[src/hdl/mrb_pkg.sv]
// Shared types and constants of the message ring buffer.
package mrb_pkg;

  localparam int unsigned BYTE_W    = 8;
  localparam int unsigned MSG_LEN_W = 5;

  localparam logic [BYTE_W-1:0] NUL_BYTE = 8'h00;
  localparam logic [BYTE_W-1:0] WPOS_MAX = 8'hFF;

  localparam logic OP_WRITE = 1'b0;
  localparam logic OP_READ  = 1'b1;

  typedef enum logic [1:0] {
    ST_OK      = 2'd0,
    ST_INVALID = 2'd1,
    ST_FULL    = 2'd2,
    ST_EMPTY   = 2'd3
  } status_e;

  typedef struct packed {
    logic              opcode;
    logic [BYTE_W-1:0] data_byte;
    logic              last_byte;
    logic [BYTE_W-1:0] max_len;
  } in_item_t;

  typedef struct packed {
    logic [BYTE_W-1:0]    out_byte;
    status_e              status;
    logic [MSG_LEN_W-1:0] msg_length;
    logic                 last_result;
  } out_item_t;

  typedef enum logic [2:0] {
    S_IDLE,
    S_COPY,
    S_LEN,
    S_LOAD,
    S_STAT
  } state_e;

  // Commands from the controller to the datapath
  typedef struct packed {
    logic accept_wr;
    logic wr_finish;
    logic rd_start;
    logic emit_empty;
    logic copy_step;
    logic emit_invalid;
    logic stream_start;
    logic load_byte;
    logic emit_ok;
  } cmd_t;

  // Status from the datapath to the controller
  typedef struct packed {
    logic out_free;
    logic ring_empty;
    logic commit_copy;
    logic len_too_big;
    logic len_zero;
    logic stream_last;
    logic copy_done;
  } sts_t;

endpackage

[src/hdl/message_ring_buffer.sv]
// Write: one byte per cycle while in_ready is high; the status of the last byte appears
// the next cycle. A committed message is copied from staging into its slot, input held
// off meanwhile. Read: empty status the next cycle; else a slot length lookup, then an
// invalid status if the length reaches the limit, or one text byte per cycle from the slot
// memory read port while the output is free and the final status. Reset (async, active
// low) clears pointers, fill level, write run and out_valid; slots unset until written.
module message_ring_buffer #(
  parameter int unsigned SLOT_COUNT = 8,
  parameter int unsigned SLOT_BYTES = 32
) (
  input  logic               clk_i,
  input  logic               rst_ni,
  input  logic               in_valid_i,
  output logic               in_ready_o,
  input  mrb_pkg::in_item_t  in_data_i,
  output logic               out_valid_o,
  input  logic               out_ready_i,
  output mrb_pkg::out_item_t out_data_o
);
  import mrb_pkg::*;

  cmd_t cmd;
  sts_t sts;

  mrb_ctrl u_ctrl (
    .clk_i       (clk_i),
    .rst_ni      (rst_ni),
    .in_valid_i  (in_valid_i),
    .opcode_i    (in_data_i.opcode),
    .last_byte_i (in_data_i.last_byte),
    .sts_i       (sts),
    .in_ready_o  (in_ready_o),
    .cmd_o       (cmd)
  );

  mrb_datapath #(
    .SLOT_COUNT (SLOT_COUNT),
    .SLOT_BYTES (SLOT_BYTES)
  ) u_datapath (
    .clk_i       (clk_i),
    .rst_ni      (rst_ni),
    .cmd_i       (cmd),
    .in_data_i   (in_data_i),
    .out_ready_i (out_ready_i),
    .out_valid_o (out_valid_o),
    .out_data_o  (out_data_o),
    .sts_o       (sts)
  );

  // The last byte of a write run is followed by its status on the output
  a_wr_status: assert property (@(posedge clk_i) disable iff (!rst_ni)
    (in_valid_i && in_ready_o && (in_data_i.opcode == OP_WRITE) && in_data_i.last_byte)
    |=> (out_valid_o && out_data_o.last_result && (out_data_o.out_byte == NUL_BYTE)))
    else $error("write run ended without a status transfer");

  // Stream bytes carry status ok and no length
  a_stream_item: assert property (@(posedge clk_i) disable iff (!rst_ni)
    (out_valid_o && !out_data_o.last_result)
    |-> ((out_data_o.status == ST_OK) && (out_data_o.msg_length == '0)))
    else $error("stream byte with status or length set");

  // Closing a read run presents the final ok status
  a_read_close: assert property (@(posedge clk_i) disable iff (!rst_ni)
    cmd.emit_ok |=> (out_valid_o && out_data_o.last_result && (out_data_o.status == ST_OK)))
    else $error("read run closed without final status");

  // No result is loaded while the output register is still held
  a_out_load: assert property (@(posedge clk_i) disable iff (!rst_ni)
    (cmd.load_byte || cmd.emit_ok || cmd.emit_invalid || cmd.emit_empty || cmd.wr_finish)
    |-> sts.out_free)
    else $error("output register overwritten");

endmodule

[src/hdl/mrb_ctrl.sv]
// Controller state machine of the message ring buffer.
module mrb_ctrl (
  input  logic         clk_i,
  input  logic         rst_ni,
  input  logic         in_valid_i,
  input  logic         opcode_i,
  input  logic         last_byte_i,
  input  mrb_pkg::sts_t sts_i,
  output logic         in_ready_o,
  output mrb_pkg::cmd_t cmd_o
);
  import mrb_pkg::*;

  state_e state_q, state_d;
  logic   in_ready;
  logic   accept;

  assign in_ready   = (state_q == S_IDLE) && sts_i.out_free;
  assign accept     = in_valid_i && in_ready;
  assign in_ready_o = in_ready;

  always_ff @(posedge clk_i or negedge rst_ni) begin
    if (!rst_ni) begin
      state_q <= S_IDLE;
    end else begin
      state_q <= state_d;
    end
  end

  always_comb begin
    state_d = state_q;
    unique case (state_q)
      S_IDLE: begin
        if (accept) begin
          if (opcode_i == OP_WRITE) begin
            if (last_byte_i && sts_i.commit_copy) state_d = S_COPY;
          end else if (!sts_i.ring_empty) begin
            state_d = S_LEN;
          end
        end
      end
      S_COPY: begin
        if (sts_i.copy_done) state_d = S_IDLE;
      end
      S_LEN: begin
        if (sts_i.out_free) begin
          if (sts_i.len_too_big) state_d = S_IDLE;
          else if (sts_i.len_zero) state_d = S_STAT;
          else state_d = S_LOAD;
        end
      end
      S_LOAD: begin
        if (sts_i.out_free && sts_i.stream_last) state_d = S_STAT;
      end
      S_STAT: begin
        if (sts_i.out_free) state_d = S_IDLE;
      end
      default: state_d = S_IDLE;
    endcase
  end

  always_comb begin
    cmd_o = '0;
    unique case (state_q)
      S_IDLE: begin
        if (accept) begin
          if (opcode_i == OP_WRITE) begin
            cmd_o.accept_wr = 1'b1;
            cmd_o.wr_finish = last_byte_i;
          end else if (sts_i.ring_empty) begin
            cmd_o.emit_empty = 1'b1;
          end else begin
            cmd_o.rd_start = 1'b1;
          end
        end
      end
      S_COPY: cmd_o.copy_step = 1'b1;
      S_LEN: begin
        if (sts_i.out_free) begin
          cmd_o.emit_invalid = sts_i.len_too_big;
          cmd_o.stream_start = !sts_i.len_too_big;
        end
      end
      S_LOAD: cmd_o.load_byte = sts_i.out_free;
      S_STAT: cmd_o.emit_ok = sts_i.out_free;
      default: cmd_o = '0;
    endcase
  end

endmodule

[src/hdl/mrb_datapath.sv]
// Datapath of the message ring buffer: run state, staging and slot memories, output register.
module mrb_datapath #(
  parameter int unsigned SLOT_COUNT = 8,
  parameter int unsigned SLOT_BYTES = 32
) (
  input  logic              clk_i,
  input  logic              rst_ni,
  input  mrb_pkg::cmd_t     cmd_i,
  input  mrb_pkg::in_item_t in_data_i,
  input  logic              out_ready_i,
  output logic              out_valid_o,
  output mrb_pkg::out_item_t out_data_o,
  output mrb_pkg::sts_t     sts_o
);
  import mrb_pkg::*;

  localparam int unsigned IW = (SLOT_COUNT > 1) ? $clog2(SLOT_COUNT) : 1;
  localparam int unsigned FW = $clog2(SLOT_COUNT + 1);
  localparam int unsigned LW = $clog2(SLOT_BYTES);
  localparam int unsigned MEM_DEPTH = SLOT_COUNT * (2 ** LW);

  // Ring pointers and fill level
  logic [IW-1:0] head_q, head_d, tail_q, tail_d;
  logic [FW-1:0] fill_q, fill_d;

  // Write run state
  logic [BYTE_W-1:0] wpos_q, wpos_d;
  logic              zseen_q, zseen_d;
  logic [LW-1:0]     tlen_q, tlen_d;

  // Copy from staging into the head slot
  logic [IW-1:0] cp_slot_q, cp_slot_d;
  logic [LW-1:0] cp_len_q, cp_len_d;
  logic [LW-1:0] cp_rd_q, cp_rd_d;
  logic [LW-1:0] cp_wr_q, cp_wr_d;
  logic          cp_pend_q, cp_pend_d;
  logic          cp_issue;

  // Read run
  logic [BYTE_W-1:0] maxlen_q;
  logic [LW-1:0]     len_q;
  logic [LW-1:0]     rd_idx_q, rd_idx_d;
  logic [LW-1:0]     rd_next;

  // Memories and their registered read data
  logic [BYTE_W-1:0] stage_mem [SLOT_BYTES];
  logic [BYTE_W-1:0] slot_mem  [MEM_DEPTH];
  logic [LW-1:0]     len_mem   [SLOT_COUNT];
  logic [BYTE_W-1:0] stage_rd_q;
  logic [BYTE_W-1:0] slot_rd_q;
  logic [LW-1:0]     len_rd_q;

  logic              slot_rd_en;
  logic [LW-1:0]     slot_rd_off;

  // Output register
  logic      out_valid_q, out_valid_d;
  out_item_t out_q, out_d;
  logic      out_load;
  logic      out_free;

  // Write classification for the item at the input
  logic              is_nul;
  logic              stage_ok;
  logic              zs_new;
  logic [LW-1:0]     tl_new;
  logic [BYTE_W-1:0] wp_new;
  logic              wr_bad;
  logic              ring_full;
  logic              commit;
  status_e           wr_status;

  logic [IW-1:0] head_inc, tail_inc;

  assign out_free = !out_valid_q || out_ready_i;

  assign is_nul    = (in_data_i.data_byte == NUL_BYTE);
  assign stage_ok  = !zseen_q && !is_nul && (tlen_q < LW'(SLOT_BYTES - 1));
  assign zs_new    = zseen_q || is_nul;
  assign tl_new    = stage_ok ? tlen_q + 1'b1 : tlen_q;
  assign wp_new    = (wpos_q == WPOS_MAX) ? WPOS_MAX : wpos_q + 1'b1;
  assign wr_bad    = (wp_new >= BYTE_W'(SLOT_BYTES)) || !zs_new;
  assign ring_full = (fill_q >= FW'(SLOT_COUNT));
  assign commit    = !wr_bad && !ring_full;

  always_comb begin
    if (wr_bad) wr_status = ST_INVALID;
    else if (ring_full) wr_status = ST_FULL;
    else wr_status = ST_OK;
  end

  assign head_inc = (head_q == IW'(SLOT_COUNT - 1)) ? '0 : head_q + 1'b1;
  assign tail_inc = (tail_q == IW'(SLOT_COUNT - 1)) ? '0 : tail_q + 1'b1;

  assign cp_issue = cmd_i.copy_step && (cp_rd_q != cp_len_q);
  assign rd_next  = rd_idx_q + 1'b1;

  assign sts_o.out_free    = out_free;
  assign sts_o.ring_empty  = (fill_q == '0);
  assign sts_o.commit_copy = commit && (tl_new != '0);
  assign sts_o.len_too_big = (BYTE_W'(len_rd_q) >= maxlen_q);
  assign sts_o.len_zero    = (len_rd_q == '0);
  assign sts_o.stream_last = (rd_next == len_q);
  assign sts_o.copy_done   = cp_pend_q && ((cp_wr_q + 1'b1) == cp_len_q);

  // Control registers
  always_comb begin
    head_d    = head_q;
    tail_d    = tail_q;
    fill_d    = fill_q;
    wpos_d    = wpos_q;
    zseen_d   = zseen_q;
    tlen_d    = tlen_q;
    cp_slot_d = cp_slot_q;
    cp_len_d  = cp_len_q;
    cp_rd_d   = cp_rd_q;
    cp_wr_d   = cp_wr_q;
    cp_pend_d = cp_pend_q;
    rd_idx_d  = rd_idx_q;

    if (cmd_i.accept_wr) begin
      wpos_d  = wp_new;
      zseen_d = zs_new;
      tlen_d  = tl_new;
    end
    if (cmd_i.wr_finish) begin
      // Clear the run whatever the outcome
      wpos_d  = '0;
      zseen_d = 1'b0;
      tlen_d  = '0;
      if (commit) begin
        cp_slot_d = head_q;
        cp_len_d  = tl_new;
        cp_rd_d   = '0;
        cp_wr_d   = '0;
        cp_pend_d = 1'b0;
        head_d    = head_inc;
        fill_d    = fill_q + 1'b1;
      end
    end
    if (cmd_i.copy_step) begin
      cp_pend_d = cp_issue;
      if (cp_issue) cp_rd_d = cp_rd_q + 1'b1;
      if (cp_pend_q) cp_wr_d = cp_wr_q + 1'b1;
    end
    if (cmd_i.stream_start) rd_idx_d = '0;
    if (cmd_i.load_byte && !sts_o.stream_last) rd_idx_d = rd_next;
    if (cmd_i.emit_ok) begin
      tail_d = tail_inc;
      fill_d = fill_q - 1'b1;
    end
  end

  always_ff @(posedge clk_i or negedge rst_ni) begin
    if (!rst_ni) begin
      head_q    <= '0;
      tail_q    <= '0;
      fill_q    <= '0;
      wpos_q    <= '0;
      zseen_q   <= 1'b0;
      tlen_q    <= '0;
      cp_slot_q <= '0;
      cp_len_q  <= '0;
      cp_rd_q   <= '0;
      cp_wr_q   <= '0;
      cp_pend_q <= 1'b0;
      rd_idx_q  <= '0;
    end else begin
      head_q    <= head_d;
      tail_q    <= tail_d;
      fill_q    <= fill_d;
      wpos_q    <= wpos_d;
      zseen_q   <= zseen_d;
      tlen_q    <= tlen_d;
      cp_slot_q <= cp_slot_d;
      cp_len_q  <= cp_len_d;
      cp_rd_q   <= cp_rd_d;
      cp_wr_q   <= cp_wr_d;
      cp_pend_q <= cp_pend_d;
      rd_idx_q  <= rd_idx_d;
    end
  end

  // Read run registers
  always_ff @(posedge clk_i) begin
    if (cmd_i.rd_start) maxlen_q <= in_data_i.max_len;
    if (cmd_i.stream_start) len_q <= len_rd_q;
  end

  // Staging memory: written per text byte, read during the copy
  always_ff @(posedge clk_i) begin
    if (cmd_i.accept_wr && stage_ok) stage_mem[tlen_q] <= in_data_i.data_byte;
    if (cp_issue) stage_rd_q <= stage_mem[cp_rd_q];
  end

  // Slot length memory
  always_ff @(posedge clk_i) begin
    if (cmd_i.wr_finish && commit) len_mem[head_q] <= tl_new;
    if (cmd_i.rd_start) len_rd_q <= len_mem[tail_q];
  end

  // Slot byte memory: copy writes, stream reads one ahead of the output
  assign slot_rd_en  = (cmd_i.stream_start && !sts_o.len_zero) ||
                       (cmd_i.load_byte && !sts_o.stream_last);
  assign slot_rd_off = cmd_i.stream_start ? '0 : rd_next;

  always_ff @(posedge clk_i) begin
    if (cmd_i.copy_step && cp_pend_q) slot_mem[{cp_slot_q, cp_wr_q}] <= stage_rd_q;
    if (slot_rd_en) slot_rd_q <= slot_mem[{tail_q, slot_rd_off}];
  end

  // Output register
  assign out_load = cmd_i.emit_empty || cmd_i.wr_finish || cmd_i.emit_invalid ||
                    cmd_i.load_byte || cmd_i.emit_ok;

  always_comb begin
    out_d             = out_q;
    out_valid_d       = out_valid_q && !out_ready_i;
    if (out_load) begin
      out_valid_d       = 1'b1;
      out_d.out_byte    = NUL_BYTE;
      out_d.status      = ST_OK;
      out_d.msg_length  = '0;
      out_d.last_result = 1'b1;
      if (cmd_i.emit_empty) begin
        out_d.status = ST_EMPTY;
      end else if (cmd_i.wr_finish) begin
        out_d.status = wr_status;
      end else if (cmd_i.emit_invalid) begin
        out_d.status     = ST_INVALID;
        out_d.msg_length = MSG_LEN_W'(len_rd_q);
      end else if (cmd_i.load_byte) begin
        out_d.out_byte    = slot_rd_q;
        out_d.last_result = 1'b0;
      end else begin
        out_d.msg_length = MSG_LEN_W'(len_q);
      end
    end
  end

  always_ff @(posedge clk_i or negedge rst_ni) begin
    if (!rst_ni) begin
      out_valid_q <= 1'b0;
    end else begin
      out_valid_q <= out_valid_d;
    end
  end

  always_ff @(posedge clk_i) begin
    out_q <= out_d;
  end

  assign out_valid_o = out_valid_q;
  assign out_data_o  = out_q;

endmodule

[config.mk]
export PLATFORM = sky130hd
export DESIGN_NAME = message_ring_buffer
export DESIGN_NICKNAME = d
export VERILOG_FILES = /design/src/hdl/mrb_pkg.sv /design/src/hdl/message_ring_buffer.sv /design/src/hdl/mrb_ctrl.sv /design/src/hdl/mrb_datapath.sv
export SDC_FILE = /design/constraint.sdc
export NUM_CORES = 2
export LEC_CHECK = 0
export BUFFER_PORTS_ARGS = -buffer_cell sky130_fd_sc_hd__buf_2
export CORE_MARGIN = 5
export CORE_UTILIZATION = 45
export CTS_CLUSTER_SIZE = 24
export DETAILED_ROUTE_END_ITERATION = 8
export PLACE_DENSITY_LB_ADDON = 0.1
export RECOVER_POWER = 100
export SETUP_SLACK_MARGIN = 0.05
export SLEW_MARGIN = 20
export SYNTH_ARGS = -nofsm -noshare
export SYNTH_HDL_FRONTEND = slang
export SYNTH_SLANG_ARGS = --single-unit
[constraint.sdc]
create_clock -name clk_i -period 4.5 [get_ports clk_i]
set_input_delay 0.45 -clock clk_i [delete_from_list [all_inputs] [get_ports clk_i]]
set_output_delay 0.45 -clock clk_i [all_outputs]
set_load 0.01 [all_outputs]
### Word-level counts from Yosys, hierarchy flattened

Memories as Yosys holds them, arrays and structs flattened. A register that Yosys moved wholly into a read port is not among the register bits.
Cells that the tools add are included.

| operators by class | value |
|---|---|
| multiplexer cells | 63 |
| equal/unequal tests | 17 |
| add/subtract/negate cells | 9 |
| bitwise operators | 1 |
| $lt $le $gt $ge | 4 |
| reductions and logical operators | 52 |

Operator list:

| cell | count |
|---|---|
| $mux W5 | 16 |
| $mux W3 | 12 |
| $mux W8 | 3 |
| $add A5 B1 Y5 const B | 4 |
| $mux W4 | 5 |
| $mux W1 | 19 |
| $logic_and A1 B1 Y1 | 16 |
| $pmux W3 S5 | 1 |
| $mux W2 | 7 |
| $reduce_bool A2 Y1 | 6 |
| $eq A5 B5 Y1 | 2 |
| $logic_not A1 Y1 | 10 |
| $eq A3 B3 Y1 const B | 3 |
| $add A8 B1 Y8 const B | 1 |
| $eq A8 B8 Y1 const B | 1 |
| $ge A5 B8 Y1 | 1 |
| $ge A8 B6 Y1 const B | 1 |
| $logic_not A8 Y1 | 1 |
| $logic_or A1 B1 Y1 | 8 |
| $ne A2 B1 Y1 const B | 4 |
| $reduce_and A7 Y1 | 1 |
| $add A3 B1 Y3 const B | 2 |
| $eq A3 B2 Y1 const B | 2 |
| $ne A3 B3 Y1 const B | 2 |
| other kinds (16) | 18 |

| storage, ports and cells | value |
|---|---|
| RAM bits | 2344 |
| memories kept | 3 |
| input bits | 22 |
| output and inout bits | 18 |
| logic and storage cells | 169 |
| flip-flop bits (word level) | 81 |

Memory list:

| name | words | bits a word | read ports | clocked after Yosys merged registers in | write ports | line | RTL |
|---|---|---|---|---|---|---|---|
| u_datapath.slot_mem | 256 | 8 | 1 | 1 | 1 | mrb_datapath.sv:47 | `logic [BYTE_W-1:0] slot_mem [MEM_DEPTH];` |
| u_datapath.stage_mem | 32 | 8 | 1 | 1 | 1 | mrb_datapath.sv:46 | `logic [BYTE_W-1:0] stage_mem [SLOT_BYTES];` |
| u_datapath.len_mem | 8 | 5 | 1 | 1 | 1 | mrb_datapath.sv:48 | `logic [LW-1:0] len_mem [SLOT_COUNT];` |

### Longest topological paths before layout

| depth | value |
|---|---|
| depth in word-level cells | 12 |
| gate-level depth with buffers | 16 |
| mapped depth without buffers | 13 |

### By module

A second synthesis with hierarchy kept.

| unflattened totals | value |
|---|---|
| cells, all modules | 6546 |
| area, all modules | 98034.0 um2 |

Modules (own cells, without submodules):

| module | times used | area an instance (um2) | cells an instance | seq. area each (um2) |
|---|---|---|---|---|
| mrb_datapath | 1 | 97683.7 | 6500 | 73115.1 |
| mrb_ctrl | 1 | 350.3 | 46 | 75.1 |

### Worst setup path before layout

OpenSTA, ideal clock, no wires.

| timing path | value |
|---|---|
| kind | flip-flop to flip-flop |
| from | reg u_datapath.stage_rd_q[0], read port of u_datapath.stage_mem |
| to | mem u_datapath.slot_mem[0][0] (data pin) |
| path buffers | 0 |
| stages on the path, launching flop included | 1 |
| slack | 454 ps |
| period minus slack after synthesis | 4046 ps |
| arrival time | 3228 ps |
| setup time | 817 ps |
| data required time | 3683 ps |
| cell sequence | edfxtp_1 |

RTL lines:

| item | line | RTL |
|---|---|---|
| from (decl) | mrb_datapath.sv:49 | `logic [BYTE_W-1:0] stage_rd_q;` |
| to (decl) | mrb_datapath.sv:47 |  |

Straight into the memory's write port.

### Final worst setup path

| timing path | value |
|---|---|
| from | reg u_datapath.rd_idx_q[0] |
| to | reg u_datapath.slot_rd_q[0], read port of u_datapath.slot_mem (data pin) |

| on the way | value |
|---|---|
| longest elaborated chain between the ends | 5 |
| elaborated cells on any way between the ends | 6 |
| those cells by class | add/sub: 1; eq/ne: 1; mux: 1; reduce/logical: 3 |

RTL lines:

| item | line | RTL |
|---|---|---|
| from (decl) | mrb_datapath.sv:42 | `logic [LW-1:0] rd_idx_q, rd_idx_d;` |
| from (signal assigned) | mrb_datapath.sv:180 | `rd_idx_q <= rd_idx_d;` |
| $add A5 B1 Y5 * | mrb_datapath.sv:96 | `assign rd_next = rd_idx_q + 1'b1;` |
| $eq A5 B5 Y1 | mrb_datapath.sv:103 | `assign sts_o.stream_last = (rd_next == len_q);` |
| $logic_not A1 Y1 | mrb_datapath.sv:204 | `(cmd_i.load_byte && !sts_o.stream_last);` |
| $logic_and A1 B1 Y1 | mrb_datapath.sv:204 |  |
| $logic_or A1 B1 Y1 | mrb_datapath.sv:203 | `assign slot_rd_en = (cmd_i.stream_start && !sts_o.len_zero) \|\|` |
| to (decl) | mrb_datapath.sv:50 | `logic [BYTE_W-1:0] slot_rd_q;` |

Every way passes the cells marked *; elsewhere a longest branch is shown, timed or not.
A chain may end at the register's enable or synchronous reset.

==> reports/results.ini <==
[cts]
clock_latency_ps=930
cts.clk_slew.worst_paths_ps=60
cts_root_buf=clkbuf_16
cts_tree=done
post_cts_buffers=0
clock_sinks=2446
numCtsBuffers=281
clockBufferDepth=4
htreeDepth=5

[synthesis]
syn-num-nets=5989
synth.avg_cell_area_um2=16.3
synth_cell_types=89
async_reset_ff_share_pct=2.13
syn_inst=5944
synth_top_cell_by_area=edfxtp_1
synthFlopType=edfxtp_1
synth_area_leaders=edfxtp_1 74%, mux4_2 4.7%, mux2i_1 3.1%
synth_top_area_share_pct=74.2
yosys_warnings=0
ys_seq_elements=2446
synth_edf_count=2394
ys_seq_area_share_pct=75.6
syn_area_mm2=0.0968

[worst_setup_path]
critPathMaxFanout=36
cp.required_ps=5220
worst_path_largest_cell_delay_ps=730
crit_family=buffers and inverters
arrival_ps=5160
cpMaxStageDelayCell=clkbuf_1
cp.buffers_inverters=3
end_kind=flop
path_cells=ha_4 -> xnor2_2 -> buf_12 -> clkbuf_1 -> o21ai_0 -> o21ai_0 -> o211ai_1 -> nand2_1 -> nand2_1 -> nor4_1 -> a211oi_1 -> buf_4 -> o32ai_1
criticalPathCategory=flop to flop
startpoint_type=flop

[timing]
fin_setup_tns_ps=0
fin_skew_ps=59.5
setup_viol=0
hold_violations=0
period_share_pct=98.6
max_freq_ghz=0.225
slew_headroom_pct=-162
post-route-min-period_ps=4440
rsz0062_at_grt=no
hold_slack_ps=145
slew_violations=2019
worst_pin_slew_ps=3940

[detailed_routing]
first_pass_iters=8
drt-total-wl_mm=319
vias_per_cell=6.21
post-route-drc-count=0
ant_nets=0
wl_per_cell_um=33.5
drtIter0Drc=8017
vias=59245

[power]
p_leak_nw=35.3
ir_drop_v=0.000612
p_total_mw=70.6
p_per_area_mw_per_mm2=631

[floorplanning]
core-area_mm2=0.214
pin_count=40
initial_utilization_pct=45.2
dieArea_mm2=0.225
dieWidth_um=474
rows=170
die_h_um=474

[global_route]
grt_max_degree=172
grt_pass1_wl_mm=447
overflow=0
grt_pass1_vias=56929
grtUsageTotal_pct=28.0
antenna_found_initial=17

[finish]
nNetsFinal=6541
final_common_cell=edfxtp_1
fillers=17777
fin_area_mm2=0.112
layout_common_cells=2,394 x edfxtp_1, 618 x nand2_1, 423 x nor2_1
drive_above_1_share_pct=15.2
area_growth_pct=15.4

[run_status]
violations=max-capacitance violations, max-slew violations
status=finished, violations left

[place]
gp_congestion=0.909
portBuffers=39
dp.final_hpwl_mm=202
placed_area_mm2=0.105

[hold_path]
hold_class=input port to flop

[job]
cap_violations=27

## cells in the mapped netlist, types with 61 or more instances
cell and n:
mux2i_1 299, a21oi_1 297, o21ai_0 242, buf_1 64
nand2_1 623, nor2_1 430, o221ai_1 69, nand3_1 104
o211ai_1 85, mux2_2 61, a31oi_1 71, mux4_2 201
buf_2 94, clkbuf_1 194, edfxtp_1 2394
## metrics by stage
step | std cells | setup WS (ps) | utilization [%]
finish | 9547 | 62.4 | 52.1
detailed placement | 9040 | -532 | 48.8
CTS | 9511 | -12.3 | 52.7
global route | 9542 | 30.0 | 52.1
floorplan | 5944 | 454 | -
global placement | 9040 | -593 | 48.8
## cells by family after synthesis
kind of cell,count (synthesis),synth area share [%]
AO/OA/AOI/OAI,1116,7.57
XOR/XNOR,30,0.271
adder cells (fa/ha/maj),23,0.305
buffers and inverters,402,1.80
flip-flops,2446,75.6
multiplexers,561,8.47
AND/OR/NAND/NOR,1366,6.01
## per-layer routing
metal | vias up | GRT usage [%] | routed length [um] | part of all wire (%)
li1 | 24672 | - | - | -
met1 | 30674 | 40.2 | 131000 | 41
met2 | 3216 | 42.5 | 144000 | 45
met3 | 677 | 5.20 | 29200 | 9.2
met4 | 6 | 11.5 | 15300 | 4.8
met5 | - | 0 | 39 | 0.012
## sequential cells by signal, summed over array words and instances, names as in the netlist, 8 cells and up
signal and count:
u_datapath.maxlen_q 8, u_datapath.out_data_o 16, u_datapath.len_mem 40, u_datapath.wpos_q 8, u_datapath.slot_mem 2048, u_datapath.stage_mem 256
u_datapath.slot_rd_q 8, u_datapath.stage_rd_q 8
## worst reg2reg max path, stage by stage (launching register included)
cell,delay [ps]
dfrtp_4,500
ha_4,200
xnor2_2,570
buf_12,290
clkbuf_1,790
o21ai_0,160
o21ai_0,130
o211ai_1,130
nand2_1,100
nand2_1,110
nor4_1,670
a211oi_1,210
buf_4,200
o32ai_1,210
## area by class of cell
class | instances | area (um^2) | share of cell area [%]
multi-input cells | 3096 | 22300 | 19.9
diodes | 36 | 90.1 | 0.0806
well taps | 2838 | 3550 | 3.18
repair buffers | 645 | 4290 | 3.84
clock buffers | 340 | 7430 | 6.65
clock inverters | 120 | 845 | 0.756
inverters | 26 | 98.8 | 0.0884
flip-flops and latches | 2446 | 73200 | 65.5
## what timing repair did
item                                   4_1_cts  5_1_grt
setup endpoints to repair                    8        8
hold buffers                                11        0
gates resized for setup                     12       10
endpoints found under the hold margin       43        0
pin swaps                                    1        1
## power breakdown
part           leakage, nW  internal [mW]  switching [mW]
sequential            22.2           27.5           0.621
combinational         9.04           6.51            14.8
clock                 4.05           12.3            8.82
## path summary, 6_finish.rpt
path	startpoint	to	slack (ps)	depth (start not counted)
worst max-delay path	u_datapath.rd_idx_q[0]	u_datapath.slot_rd_q[0]	60	13
max in group asynchronous	rst_ni	u_datapath.rd_idx_q[0]	1380	3
worst max register to register	u_datapath.rd_idx_q[0]	u_datapath.slot_rd_q[0]	60	13
worst min-delay path	in_valid_i	u_datapath.out_data_o[7]	140	4
min in group asynchronous	rst_ni	u_datapath.tlen_q[3]	520	2
worst min register to register	u_datapath.wpos_q[5]	u_datapath.wpos_q[5]	520	2
Power figures use the tool's default switching activity.
